### src/rtl/mhs_pkg.sv
// ----------------------------------------------------------------------------
// mhs_pkg
// Shared types and constants for the streaming MurmurHash2 block.
// ----------------------------------------------------------------------------
package mhs_pkg;

   localparam logic [31:0] MIX_MUL     = 32'h5bd1_e995;
   localparam int unsigned MIX_SHIFT   = 24;
   localparam int unsigned FIN_SHIFT_A = 13;
   localparam int unsigned FIN_SHIFT_B = 15;
   localparam logic [31:0] SEED_RESET  = 32'd97;

   localparam int unsigned QUEUE_DEPTH = 4;
   localparam int unsigned QUEUE_AW    = $clog2(QUEUE_DEPTH);
   localparam int unsigned QUEUE_CW    = $clog2(QUEUE_DEPTH + 1);

   // What the back end does with one item
   typedef enum logic [3:0] {
      OP_BLOCK = 4'b0001,   // full word, mixed as a block
      OP_TAIL  = 4'b0010,   // last word with one to three bytes
      OP_SHORT = 4'b0100,   // short word that is not last: flag only
      OP_NONE  = 4'b1000    // empty last word: finalize only
   } mhs_op_type;

   typedef struct packed {
      mhs_op_type  op;
      logic [31:0] key;      // mixed block, masked tail bytes or raw word
      logic        first;
      logic [31:0] length;
      logic        last;
   } mhs_item_type;

endpackage

### src/rtl/mhs_req_if.sv
// ----------------------------------------------------------------------------
// mhs_req_if
// Input word channel: valid/ready handshake with one message word.
// ----------------------------------------------------------------------------
interface mhs_req_if;
   logic        valid;
   logic        ready;
   logic [31:0] data_word;
   logic [2:0]  valid_bytes;
   logic        first_word;
   logic [31:0] message_length;
   logic        last_word;

   modport source (
      output valid, data_word, valid_bytes, first_word, message_length, last_word,
      input  ready
   );
   modport sink (
      input  valid, data_word, valid_bytes, first_word, message_length, last_word,
      output ready
   );
endinterface

### src/rtl/mhs_rsp_if.sv
// ----------------------------------------------------------------------------
// mhs_rsp_if
// Result channel: valid/ready handshake with one finished hash.
// ----------------------------------------------------------------------------
interface mhs_rsp_if;
   logic        valid;
   logic        ready;
   logic [31:0] hash_value;
   logic        framing_error;

   modport source (
      output valid, hash_value, framing_error,
      input  ready
   );
   modport sink (
      input  valid, hash_value, framing_error,
      output ready
   );
endinterface

### src/rtl/murmur2_hash_stream.sv
// ----------------------------------------------------------------------------
// murmur2_hash_stream
// Streaming 32-bit MurmurHash2 over messages of little-endian words.
// ----------------------------------------------------------------------------
// Usage: words arrive on req with valid/ready; first_word loads the hash with
// seed XOR message_length, last_word closes the message. Words with fewer
// than four bytes belong only on the last transfer; a short earlier word sets
// framing_error for that message. Each message gives one transfer on rsp.
// csr_wr_en/csr_wr_data write the seed; write it only while the block is idle.
// Throughput: one word per cycle while rsp accepts results; after each
// message's last word the back end also pauses for the final avalanche.
// After the last word's transfer the result passes two pre-mix stages, the
// queue, the hash update and the avalanche into the output register behind rsp.
// A stalled rsp holds its result; the four-entry queue and two front stages
// keep taking words until they fill, then req.ready drops.
// Reset clears valid flags, queue pointers and hash state, sets the seed to 97.
// ----------------------------------------------------------------------------
module murmur2_hash_stream (
   input  logic        clock,
   input  logic        reset,
   input  logic        csr_wr_en,
   input  logic [31:0] csr_wr_data,
   mhs_req_if.sink     req,
   mhs_rsp_if.source   rsp
);

   logic [31:0]           seed_ff, seed_in;
   logic                  push, queue_full, pop, head_valid;
   mhs_pkg::mhs_item_type push_item, head_item;

   assign seed_in = csr_wr_en ? csr_wr_data : seed_ff;

   always_ff @(posedge clock) begin
      if (reset) begin
         seed_ff <= mhs_pkg::SEED_RESET;
      end else begin
         seed_ff <= seed_in;
      end
   end

   mhs_front u_front (
      .clock      (clock),
      .reset      (reset),
      .req        (req),
      .push       (push),
      .push_item  (push_item),
      .queue_full (queue_full)
   );

   mhs_queue u_queue (
      .clock      (clock),
      .reset      (reset),
      .push       (push),
      .push_item  (push_item),
      .full       (queue_full),
      .pop        (pop),
      .head_valid (head_valid),
      .head_item  (head_item)
   );

   mhs_back u_back (
      .clock      (clock),
      .reset      (reset),
      .seed       (seed_ff),
      .head_valid (head_valid),
      .head_item  (head_item),
      .pop        (pop),
      .rsp        (rsp)
   );

endmodule

### src/rtl/mhs_front.sv
// ----------------------------------------------------------------------------
// mhs_front
// Accepts words, classifies them and pre-mixes full blocks in two stages.
// ----------------------------------------------------------------------------
module mhs_front (
   input  logic                  clock,
   input  logic                  reset,
   mhs_req_if.sink               req,
   output logic                  push,
   output mhs_pkg::mhs_item_type push_item,
   input  logic                  queue_full
);

   logic                  s1_valid_ff, s1_valid_in;
   mhs_pkg::mhs_item_type s1_ff, s1_in;
   logic                  s2_valid_ff, s2_valid_in;
   mhs_pkg::mhs_item_type s2_ff, s2_in;
   logic                  s1_adv, s2_adv;
   logic [31:0]           tail_mask;
   logic [31:0]           k1;

   assign s2_adv    = !s2_valid_ff || !queue_full;
   assign s1_adv    = !s1_valid_ff || s2_adv;
   assign req.ready = s1_adv;
   assign push      = s2_valid_ff && !queue_full;
   assign push_item = s2_ff;

   always_comb begin
      case (req.valid_bytes[1:0])
         2'd1:    tail_mask = 32'h0000_00ff;
         2'd2:    tail_mask = 32'h0000_ffff;
         2'd3:    tail_mask = 32'h00ff_ffff;
         default: tail_mask = 32'h0000_0000;
      endcase
   end

   // stage 1: classify, first multiply of a block
   always_comb begin
      s1_in        = s1_ff;
      s1_valid_in  = s1_valid_ff;
      if (s1_adv) begin
         s1_valid_in  = req.valid;
         s1_in.first  = req.first_word;
         s1_in.length = req.message_length;
         s1_in.last   = req.last_word;
         // counts of five to seven behave as four
         if (req.valid_bytes[2]) begin
            s1_in.op  = mhs_pkg::OP_BLOCK;
            s1_in.key = req.data_word * mhs_pkg::MIX_MUL;
         end else if (!req.last_word) begin
            s1_in.op  = mhs_pkg::OP_SHORT;
            s1_in.key = req.data_word;
         end else if (req.valid_bytes[1:0] != 2'd0) begin
            s1_in.op  = mhs_pkg::OP_TAIL;
            s1_in.key = req.data_word & tail_mask;
         end else begin
            s1_in.op  = mhs_pkg::OP_NONE;
            s1_in.key = req.data_word;
         end
      end
   end

   // stage 2: xor-shift and second multiply of a block
   assign k1 = s1_ff.key ^ (s1_ff.key >> mhs_pkg::MIX_SHIFT);

   always_comb begin
      s2_in       = s2_ff;
      s2_valid_in = s2_valid_ff;
      if (s2_adv) begin
         s2_valid_in = s1_valid_ff;
         s2_in       = s1_ff;
         if (s1_ff.op == mhs_pkg::OP_BLOCK) begin
            s2_in.key = k1 * mhs_pkg::MIX_MUL;
         end
      end
   end

   always_ff @(posedge clock) begin
      if (reset) begin
         s1_valid_ff <= 1'b0;
         s2_valid_ff <= 1'b0;
      end else begin
         s1_valid_ff <= s1_valid_in;
         s2_valid_ff <= s2_valid_in;
      end
      s1_ff <= s1_in;
      s2_ff <= s2_in;
   end

   // a stalled stage 2 item must not change or vanish
   a_s2_hold: assert property (@(posedge clock) disable iff (reset)
      s2_valid_ff && queue_full |=> s2_valid_ff && $stable(s2_ff))
      else $error("front stage 2 lost a stalled item");

endmodule

### src/rtl/mhs_queue.sv
// ----------------------------------------------------------------------------
// mhs_queue
// Short FIFO of classified items between the front and back ends.
// ----------------------------------------------------------------------------
module mhs_queue (
   input  logic                  clock,
   input  logic                  reset,
   input  logic                  push,
   input  mhs_pkg::mhs_item_type push_item,
   output logic                  full,
   input  logic                  pop,
   output logic                  head_valid,
   output mhs_pkg::mhs_item_type head_item
);

   mhs_pkg::mhs_item_type             entry_ff [mhs_pkg::QUEUE_DEPTH];
   logic [mhs_pkg::QUEUE_AW-1:0]      wr_ptr_ff, wr_ptr_in;
   logic [mhs_pkg::QUEUE_AW-1:0]      rd_ptr_ff, rd_ptr_in;
   logic [mhs_pkg::QUEUE_CW-1:0]      count_ff, count_in;

   assign full       = (count_ff == mhs_pkg::QUEUE_CW'(mhs_pkg::QUEUE_DEPTH));
   assign head_valid = (count_ff != '0);
   assign head_item  = entry_ff[rd_ptr_ff];

   always_comb begin
      wr_ptr_in = push ? wr_ptr_ff + 1'b1 : wr_ptr_ff;
      rd_ptr_in = pop ? rd_ptr_ff + 1'b1 : rd_ptr_ff;
      count_in  = count_ff;
      if (push && !pop) begin
         count_in = count_ff + 1'b1;
      end else if (pop && !push) begin
         count_in = count_ff - 1'b1;
      end
   end

   always_ff @(posedge clock) begin
      if (reset) begin
         wr_ptr_ff <= '0;
         rd_ptr_ff <= '0;
         count_ff  <= '0;
      end else begin
         wr_ptr_ff <= wr_ptr_in;
         rd_ptr_ff <= rd_ptr_in;
         count_ff  <= count_in;
      end
      if (push) begin
         entry_ff[wr_ptr_ff] <= push_item;
      end
   end

   a_no_overflow: assert property (@(posedge clock) disable iff (reset)
      !(push && full))
      else $error("item written into a full queue");

   a_no_underflow: assert property (@(posedge clock) disable iff (reset)
      !(pop && !head_valid))
      else $error("item read from an empty queue");

endmodule

### src/rtl/mhs_back.sv
// ----------------------------------------------------------------------------
// mhs_back
// Folds queued items into the running hash and finalizes each message.
// ----------------------------------------------------------------------------
module mhs_back (
   input  logic                  clock,
   input  logic                  reset,
   input  logic [31:0]           seed,
   input  logic                  head_valid,
   input  mhs_pkg::mhs_item_type head_item,
   output logic                  pop,
   mhs_rsp_if.source             rsp
);

   logic [31:0] hash_ff, hash_in;
   logic        error_ff, error_in;
   logic        fin_pend_ff, fin_pend_in;
   logic        rsp_valid_ff, rsp_valid_in;
   logic [31:0] rsp_hash_ff, rsp_hash_in;
   logic        rsp_err_ff, rsp_err_in;

   logic [31:0] h0, mul_a, prod, hash_new;
   logic [31:0] f1, f2;
   logic        fin_go;

   // the back end waits while a finished message sits in the finalize step
   assign pop = head_valid && !fin_pend_ff;

   assign h0    = head_item.first ? (seed ^ head_item.length) : hash_ff;
   assign mul_a = (head_item.op == mhs_pkg::OP_BLOCK) ? h0 : (h0 ^ head_item.key);
   assign prod  = mul_a * mhs_pkg::MIX_MUL;

   always_comb begin
      case (head_item.op)
         mhs_pkg::OP_BLOCK: hash_new = prod ^ head_item.key;
         mhs_pkg::OP_TAIL:  hash_new = prod;
         default:           hash_new = h0;
      endcase
   end

   always_comb begin
      hash_in     = hash_ff;
      error_in    = error_ff;
      fin_pend_in = fin_pend_ff;
      if (pop) begin
         hash_in     = hash_new;
         error_in    = (error_ff && !head_item.first) || (head_item.op == mhs_pkg::OP_SHORT);
         fin_pend_in = head_item.last;
      end else if (fin_go) begin
         fin_pend_in = 1'b0;
      end
   end

   // avalanche from the stored hash, result straight into the output register
   assign f1     = hash_ff ^ (hash_ff >> mhs_pkg::FIN_SHIFT_A);
   assign f2     = f1 * mhs_pkg::MIX_MUL;
   assign fin_go = fin_pend_ff && (!rsp_valid_ff || rsp.ready);

   always_comb begin
      rsp_valid_in = rsp_valid_ff;
      rsp_hash_in  = rsp_hash_ff;
      rsp_err_in   = rsp_err_ff;
      if (fin_go) begin
         rsp_valid_in = 1'b1;
         rsp_hash_in  = f2 ^ (f2 >> mhs_pkg::FIN_SHIFT_B);
         rsp_err_in   = error_ff;
      end else if (rsp.ready) begin
         rsp_valid_in = 1'b0;
      end
   end

   assign rsp.valid         = rsp_valid_ff;
   assign rsp.hash_value    = rsp_hash_ff;
   assign rsp.framing_error = rsp_err_ff;

   always_ff @(posedge clock) begin
      if (reset) begin
         hash_ff      <= '0;
         error_ff     <= 1'b0;
         fin_pend_ff  <= 1'b0;
         rsp_valid_ff <= 1'b0;
      end else begin
         hash_ff      <= hash_in;
         error_ff     <= error_in;
         fin_pend_ff  <= fin_pend_in;
         rsp_valid_ff <= rsp_valid_in;
      end
      rsp_hash_ff <= rsp_hash_in;
      rsp_err_ff  <= rsp_err_in;
   end

   a_last_finalizes: assert property (@(posedge clock) disable iff (reset)
      pop && head_item.last |=> fin_pend_ff)
      else $error("last item did not start finalization");

   a_fin_blocks_pop: assert property (@(posedge clock) disable iff (reset)
      fin_pend_ff |-> !pop)
      else $error("item consumed while a hash waits for finalization");

endmodule

### src/flat_wrapper.sv
// flat-port wrapper written by rule: the top's interface ports become plain ports
module murmur2_hash_stream_flat 
  (clock, reset, csr_wr_en, csr_wr_data, req_valid, req_data_word, req_valid_bytes, req_first_word, req_message_length, req_last_word, req_ready, rsp_valid, rsp_hash_value, rsp_framing_error, rsp_ready);
  mhs_req_if req_i ();
  mhs_rsp_if rsp_i ();
  input  logic clock;
  input  logic reset;
  input  logic csr_wr_en;
  input  logic [31:0] csr_wr_data;
  input wire logic [$bits(req_i.valid)-1:0] req_valid;
  input wire logic [$bits(req_i.data_word)-1:0] req_data_word;
  input wire logic [$bits(req_i.valid_bytes)-1:0] req_valid_bytes;
  input wire logic [$bits(req_i.first_word)-1:0] req_first_word;
  input wire logic [$bits(req_i.message_length)-1:0] req_message_length;
  input wire logic [$bits(req_i.last_word)-1:0] req_last_word;
  output wire logic [$bits(req_i.ready)-1:0] req_ready;
  output wire logic [$bits(rsp_i.valid)-1:0] rsp_valid;
  output wire logic [$bits(rsp_i.hash_value)-1:0] rsp_hash_value;
  output wire logic [$bits(rsp_i.framing_error)-1:0] rsp_framing_error;
  input wire logic [$bits(rsp_i.ready)-1:0] rsp_ready;
  assign req_i.valid = req_valid;
  assign req_i.data_word = req_data_word;
  assign req_i.valid_bytes = req_valid_bytes;
  assign req_i.first_word = req_first_word;
  assign req_i.message_length = req_message_length;
  assign req_i.last_word = req_last_word;
  assign req_ready = req_i.ready;
  assign rsp_valid = rsp_i.valid;
  assign rsp_hash_value = rsp_i.hash_value;
  assign rsp_framing_error = rsp_i.framing_error;
  assign rsp_i.ready = rsp_ready;
  murmur2_hash_stream u_core (.clock(clock), .reset(reset), .csr_wr_en(csr_wr_en), .csr_wr_data(csr_wr_data), .req(req_i), .rsp(rsp_i));
endmodule
### config.mk
export PLATFORM = sky130hd
export DESIGN_NAME = murmur2_hash_stream_flat
export DESIGN_NICKNAME = d
export VERILOG_FILES = /design/src/rtl/mhs_pkg.sv /design/src/rtl/mhs_req_if.sv /design/src/rtl/mhs_rsp_if.sv /design/src/rtl/murmur2_hash_stream.sv /design/src/rtl/mhs_front.sv /design/src/rtl/mhs_queue.sv /design/src/rtl/mhs_back.sv /design/src/flat_wrapper.sv
export SDC_FILE = /design/constraint.sdc
export NUM_CORES = 2
export LEC_CHECK = 0
export ABC_AREA = 1
export BUFFER_PORTS_ARGS = -buffer_cell sky130_fd_sc_hd__buf_2
export CORE_UTILIZATION = 59
export CTS_CLUSTER_DIAMETER = 50
export DETAILED_ROUTE_END_ITERATION = 10
export PLACE_DENSITY = 0.81
export SETUP_SLACK_MARGIN = 0.4
export SLEW_MARGIN = 20
export SYNTH_ARGS = -nofsm -noshare
export SYNTH_HDL_FRONTEND = slang
export SYNTH_HIERARCHICAL = 1
export SYNTH_SLANG_ARGS = --single-unit
### constraint.sdc
create_clock -name clock -period 8.4 [get_ports clock]
set_input_delay 1.26 -clock clock [delete_from_list [all_inputs] [get_ports clock]]
set_output_delay 1.26 -clock clock [all_outputs]
set_load 0.03 [all_outputs]
[Word level (Yosys, flattened, before mapping)]
Memories as Yosys holds them, arrays and structs flattened. A register that Yosys moved wholly into a read port is not among the register bits.
Cells that the tools add are included.
Storage, ports and cells
  logic and storage cells: 90
  memories: 1
  memory bits (read-only): 0
  memory bits (writable): 280
  bits in latches: 0
  flip-flop bits (word level): 249
  bits of input ports: 106
  output and inout bits: 35
Memory list
  u_core.u_queue.entry_ff: depth 4, width 70, rd ports 1, clocked after Yosys merged registers in 1, wr ports 1, line mhs_queue.sv:16  | mhs_pkg::mhs_item_type entry_ff [mhs_pkg::QUEUE_DEPTH];
Cells by class
  muxes and demuxes: 18
  reduce and logical (&&, ||, !) cells: 24
  eq/ne operators: 8
  shifts and indexed selects: 0
  multipliers: 4
  add/sub/neg operators: 4
  divide/modulo/power cells: 0
  $lt $le $gt $ge: 0
  bitwise operators: 8
Operators with widths (count)
  32-bit by 31-bit multiplier with 32-bit output, second input constant: 4
  32-bit 2-to-1 mux: 4
  32-bit XOR: 3
  24-bit one-hot mux with 3 select lines: 1
  32-bit one-hot mux with 2 select lines: 1
  36-bit 2-to-1 mux: 1
  35-bit 2-to-1 mux: 1
  32-bit AND: 1
  32-bit by 17-bit XOR with 32-bit output: 1
  32-bit by 19-bit XOR with 32-bit output: 1
  32-bit by 8-bit XOR with 32-bit output: 1
  4-bit by 1-bit == test with 1-bit output, second input constant: 2
  1-bit logical NOT: 8
  2-bit nonzero test: 4
  1-bit logical AND: 6
  1-bit 2-to-1 mux: 6
  3-bit 2-to-1 mux: 2
  2-bit by 1-bit adder with 2-bit output, second input constant: 2
  2-bit == test, second input constant: 2
  4-bit by 2-bit == test with 1-bit output, second input constant: 1
  4-bit by 3-bit == test with 1-bit output, second input constant: 1
  1-bit logical OR: 4
  2-bit 2-to-1 mux: 2
  3-bit by 1-bit adder with 3-bit output, second input constant: 1
  other kinds (6): 6

[Longest topological paths before layout]
  depth after elaboration: 7
  gate-level depth with buffers: 48
  mapped depth without buffers: 42

[Modules after synthesis]
The synthesis kept the hierarchy.
By module, submodules not included
  mhs_front: seq. area each 4244.1 sq um, area each 23976.7 sq um, instances 1, cells each 2606
  mhs_back: seq. area each 1691.6 sq um, area each 22734.3 sq um, instances 1, cells each 2686
  mhs_queue: seq. area each 8588.2 sq um, area each 11395.9 sq um, instances 1, cells each 735
  murmur2_hash_stream: seq. area each 640.6 sq um, area each 1323.8 sq um, instances 1, cells each 198

[Worst setup path before layout]
No wires, ideal clock.
  path kind: reg2reg
  from: register (tool-made name)
  to: register u_core.u_back.hash_ff[29]
  library setup time: 0.115 ns
  setup slack: 0.229 ns
  data arrival time: 8.056 ns
  path buffers: 7
  clock period less this slack: 8.171 ns
  cell stages (with the launch flop): 40
  required time: 8.285 ns
  cell sequence: dfxtp_1 buf_6 inv_6 buf_12 buf_6 o21ai_1 o22ai_1 inv_1 nor2_1 nand2_1 buf_4 buf_6 buf_6 clkbuf_1 nand2_1 xnor2_1 inv_1 ha_1 [... 4 more ...] inv_1 fa_1 fa_1 fa_1 inv_1 fa_1 inv_1 ha_1 a21oi_1 o21ai_0 a21oi_1 nand3_1 a31o_2 or2_2 nand3_1 o21ai_0 o21ai_0 inv_1
RTL lines
  to (signal assigned): line mhs_back.sv:83  | hash_ff <= hash_in;
  to (decl): line mhs_back.sv:15  | logic [31:0] hash_ff, hash_in;

==> impl_metrics.py <==
metrics = {
    "setup_path": {
        "worst_setup_path_end_kind": "flop",
        "criticalPathCategory": "flop to flop",
        "r2r-end": "u_core/u_back/hash_ff[30]$_SDFFE_PP0P_",
        "arrival_ps": 8510,
        "crit_fanout": 7,
        "worst-r2r-setup-slack_ps": 410,
        "cp_slowest_cell": "fa_2",
        "ff2ff_path_depth": 37,
        "critPathLaunchType": "flop",
        "critPathTopFamily": "adder cells",
        "cpMostUsedCell": "inv_1",
        "slowest_delay_ps": 560,
        "critical_path_required_ps": 8920,
        "critPathBufInv": 11,
    },
    "logic_synthesis": {
        "seq_area_frac_synth": 0.2552,
        "ys_types": 67,
        "netlist_instances": 6225,
        "synth_edf_count": 453,
        "synth-async-reset-ratio": 0,
        "yosysWarnings": 6,
        "synth-seq-cells": 531,
        "syn_area_per_cell_sq_um": 9.547,
        "netlist_area_sq_mm": 0.05943,
        "synth_top_flop_cell": "edfxtp_1",
        "synth.net_count": 7885,
    },
    "sta": {
        "setup_viol": 0,
        "relSlewSlack": 0.2553,
        "tightest_slew_ps": 1115,
        "period_minus_slack_ps": 7991,
        "finalMaxSlewViolations": 0,
        "timing.final.ws_setup_ps": 408.5,
        "fin_skew_ps": 53.88,
        "fin_crit_sh": 0.9514,
        "rsz0062_at_grt": "yes",
        "fmax_mhz": 125.1,
        "setup_tns_ps": 0,
        "report.final.hold_viol_count": 0,
    },
    "placed_design": {
        "port_buffers": 140,
        "dp_slack_ps": 162.9,
        "dp_hpwl_mm": 129.1,
        "place_inst": 7689,
        "gp_congestion": 1.062,
    },
    "global_routing": {
        "grt_pass1_vias": 45952,
        "grt.overflow.total": 0,
        "grt_use_total": 0.3234,
        "antenna_found_initial": 3,
        "grt_first_pass_wirelength_mm": 252.1,
        "grt_max_degree": 71,
    },
    "cells_and_area": {
        "final_util": 0.6569,
        "stdcell_count": 7863,
        "num-fill-cells": 7553,
        "drive_gt1_frac": 0.1100,
        "multiInputGateArea_sq_mm": 0.03799,
        "area_growth_pct": 10.53,
        "final-seq-area_sq_mm": 0.01517,
        "nNetsFinal": 8174,
    },
    "floorplanning": {
        "rows": 116,
        "core_area_sq_mm": 0.1000,
        "initial_core_util": 0.5943,
        "die_x_um": 319.4,
        "io_pins": 141,
        "die_h_um": 319.4,
        "dieArea_sq_mm": 0.1020,
    },
    "drt": {
        "drtIter0Drc": 4032,
        "met1_length_mm": 61.36,
        "dr.max_layer_used": "met5",
        "postRouteAntennaNets": 0,
        "routed-wl-met2_mm": 80.07,
        "drt-total-wl_mm": 165.6,
        "via_count": 44091,
        "routed_via_density": 5.607,
        "wl_met3_mm": 13.38,
        "drc": 0,
        "drt_pre_antenna_iters": 7,
        "post_drt_wl_per_cell_um": 21.06,
    },
    "min_path": {
        "min_to": "u_core/u_front/push_item[17]$_DFFE_PP_",
        "min_path_cells": 0,
        "holdCritPathClass": "flop to flop",
        "worstHoldStart": "u_core/u_front/s1_ff[17]$_DFFE_PP_",
    },
    "clocking": {
        "clkLatencyLatePin_ps": 670,
        "h-tree-depth": 2,
        "cts_buffer_depth": 3,
        "root_buffer": "clkbuf_16",
        "cts_tree": "done",
        "clock-sinks": 531,
        "clk_pin_slew_ps": 60,
        "cts_buffers": 58,
    },
    "status": {
        "status": "finished, final reports clean",
    },
    "job": {
        "drv_cap": 0,
    },
}
[what timing repair did]
| item | in CTS | in global routing |
|---|---|---|
| pin swaps | 5 | 73 |
| cloned | 3 | 8 |
| resized for setup | 25 | 222 |
| hold buffers | 0 | 0 |
| buffers inserted | 9 | 43 |
| setup endpoints to repair | 12 | 16 |
[layer usage]
metal	vias to the layer above	GRT usage
li1	19968	-
met1	21464	0.3943
met2	2090	0.5509
met3	565	0.05252
met4	4	0.1714
met5	-	0
[worst max-delay path by stage]
| stage | from | endpoint | cells past startpoint |
|---|---|---|---|
| after floorplan | flop | u_core/u_back/hash_ff[29]$_SDFFE_PP0P_ | 39 |
| after global placement | flop | u_core/u_back/hash_ff[24]$_SDFFE_PP0P_ | 38 |
| after detailed placement | flop | u_core/u_back/hash_ff[20]$_SDFFE_PP0P_ | 36 |
| after CTS | flop | u_core/u_back/hash_ff[22]$_SDFFE_PP0P_ | 37 |
| after global routing | flop | u_core/u_back/hash_ff[28]$_SDFFE_PP0P_ | 43 |
| final | flop | u_core/u_back/hash_ff[30]$_SDFFE_PP0P_ | 37 |
[cells by family after synthesis]
logic type / share of synthesized area
AOI/OAI and AO/OA: 0.06606
xor gates and xnor gates: 0.03924
DFF: 0.2552
adders and majority gates: 0.4166
buffers and inverters: 0.1196
and+or+nand+nor: 0.1030
muxes: 0.0003369
[layout by cell type, fill, tap and decap left out, types with 123 or more instances in the layout]
master       n
a21oi_1    149
buf_2      140
buf_4      152
edfxtp_1   453
fa_1       703
ha_1       831
inv_1     1686
nand2_1    731
nand3_1    141
nor2_1     314
o21ai_0    218
xor2_1     123
[layout make-up]
type / instances / area share
sequential: 531 / 0.2310
inverter: 1724 / 0.09897
tap: 1298 / 0.02472
clock inverter: 41 / 0.006686
clock buffer: 69 / 0.02272
multi-input combinational: 3869 / 0.5784
timing repair inverter: 3 / 0.0004000
antenna: 1 / 0.00003810
timing repair buffer: 327 / 0.03712
[worst register-to-register path, delay by kind of cell (launching register included)]
kind | cells | cell delay, ps
compound gates | 3 | 440
xor+xnor | 1 | 230
fa+ha+maj | 9 | 3740
buf+inv | 11 | 1060
flops | 1 | 420
simple gates | 13 | 1960
[per-stage QoR]
stage	cell area (sq um)	hold WS, ps
after floorplan	59440	400.3
after global placement	62180	401.6
after detailed placement	62180	404.5
after CTS	64400	391.5
after global routing	65690	405.0
final	65690	387.4
[cells in the mapped netlist, drive strengths merged, types with 3 or more instances]
cell type  number  area share
xor2          139       0.021
nand3         149       0.013
a21oi         163       0.014
dfxtp          78       0.026
a21boi          3     0.00038
buf            46      0.0072
o221ai          9      0.0013
nor3           25      0.0024
inv          1724        0.11
o211ai         19      0.0024
a21o           14      0.0018
a221oi          3     0.00044
o31ai           3     0.00038
clkbuf         55      0.0035
ha            846        0.18
a31oi          12      0.0014
xnor2         120       0.018
o21bai         21      0.0027
nand3b         14      0.0018
nand4          29      0.0031
a211oi          4     0.00051
or2            31      0.0033
o22ai          79       0.013
edfxtp        453        0.23
nand2         771       0.050
nor2          372       0.029
o2111ai         8      0.0012
nor4            5     0.00078
fa            708        0.24
o21ai         306       0.026
[registers in the layout, summed over array words and instances (netlist names), named ones only]
signal,cells
u_core/u_queue/wr_ptr_ff,2
u_core/u_back/rsp.valid,1
u_core/u_back/hash_ff,32
u_core/u_back/rsp.hash_value,32
u_core/u_front/push_item,70
u_core/u_back/error_ff,1
u_core/u_queue/entry_ff,280
u_core/u_front/s1_ff,70
u_core/u_back/rsp.framing_error,1
u_core/seed_ff,32
u_core/u_queue/rd_ptr_ff,2
u_core/u_queue/count_ff,3
u_core/u_back/fin_pend_ff,1
u_core/u_front/s2_valid_ff,1
u_core/u_front/s1_valid_ff,1
Power is not shown: default switching activity piles up to over one toggle a cycle in this logic, so the estimate is an artifact.
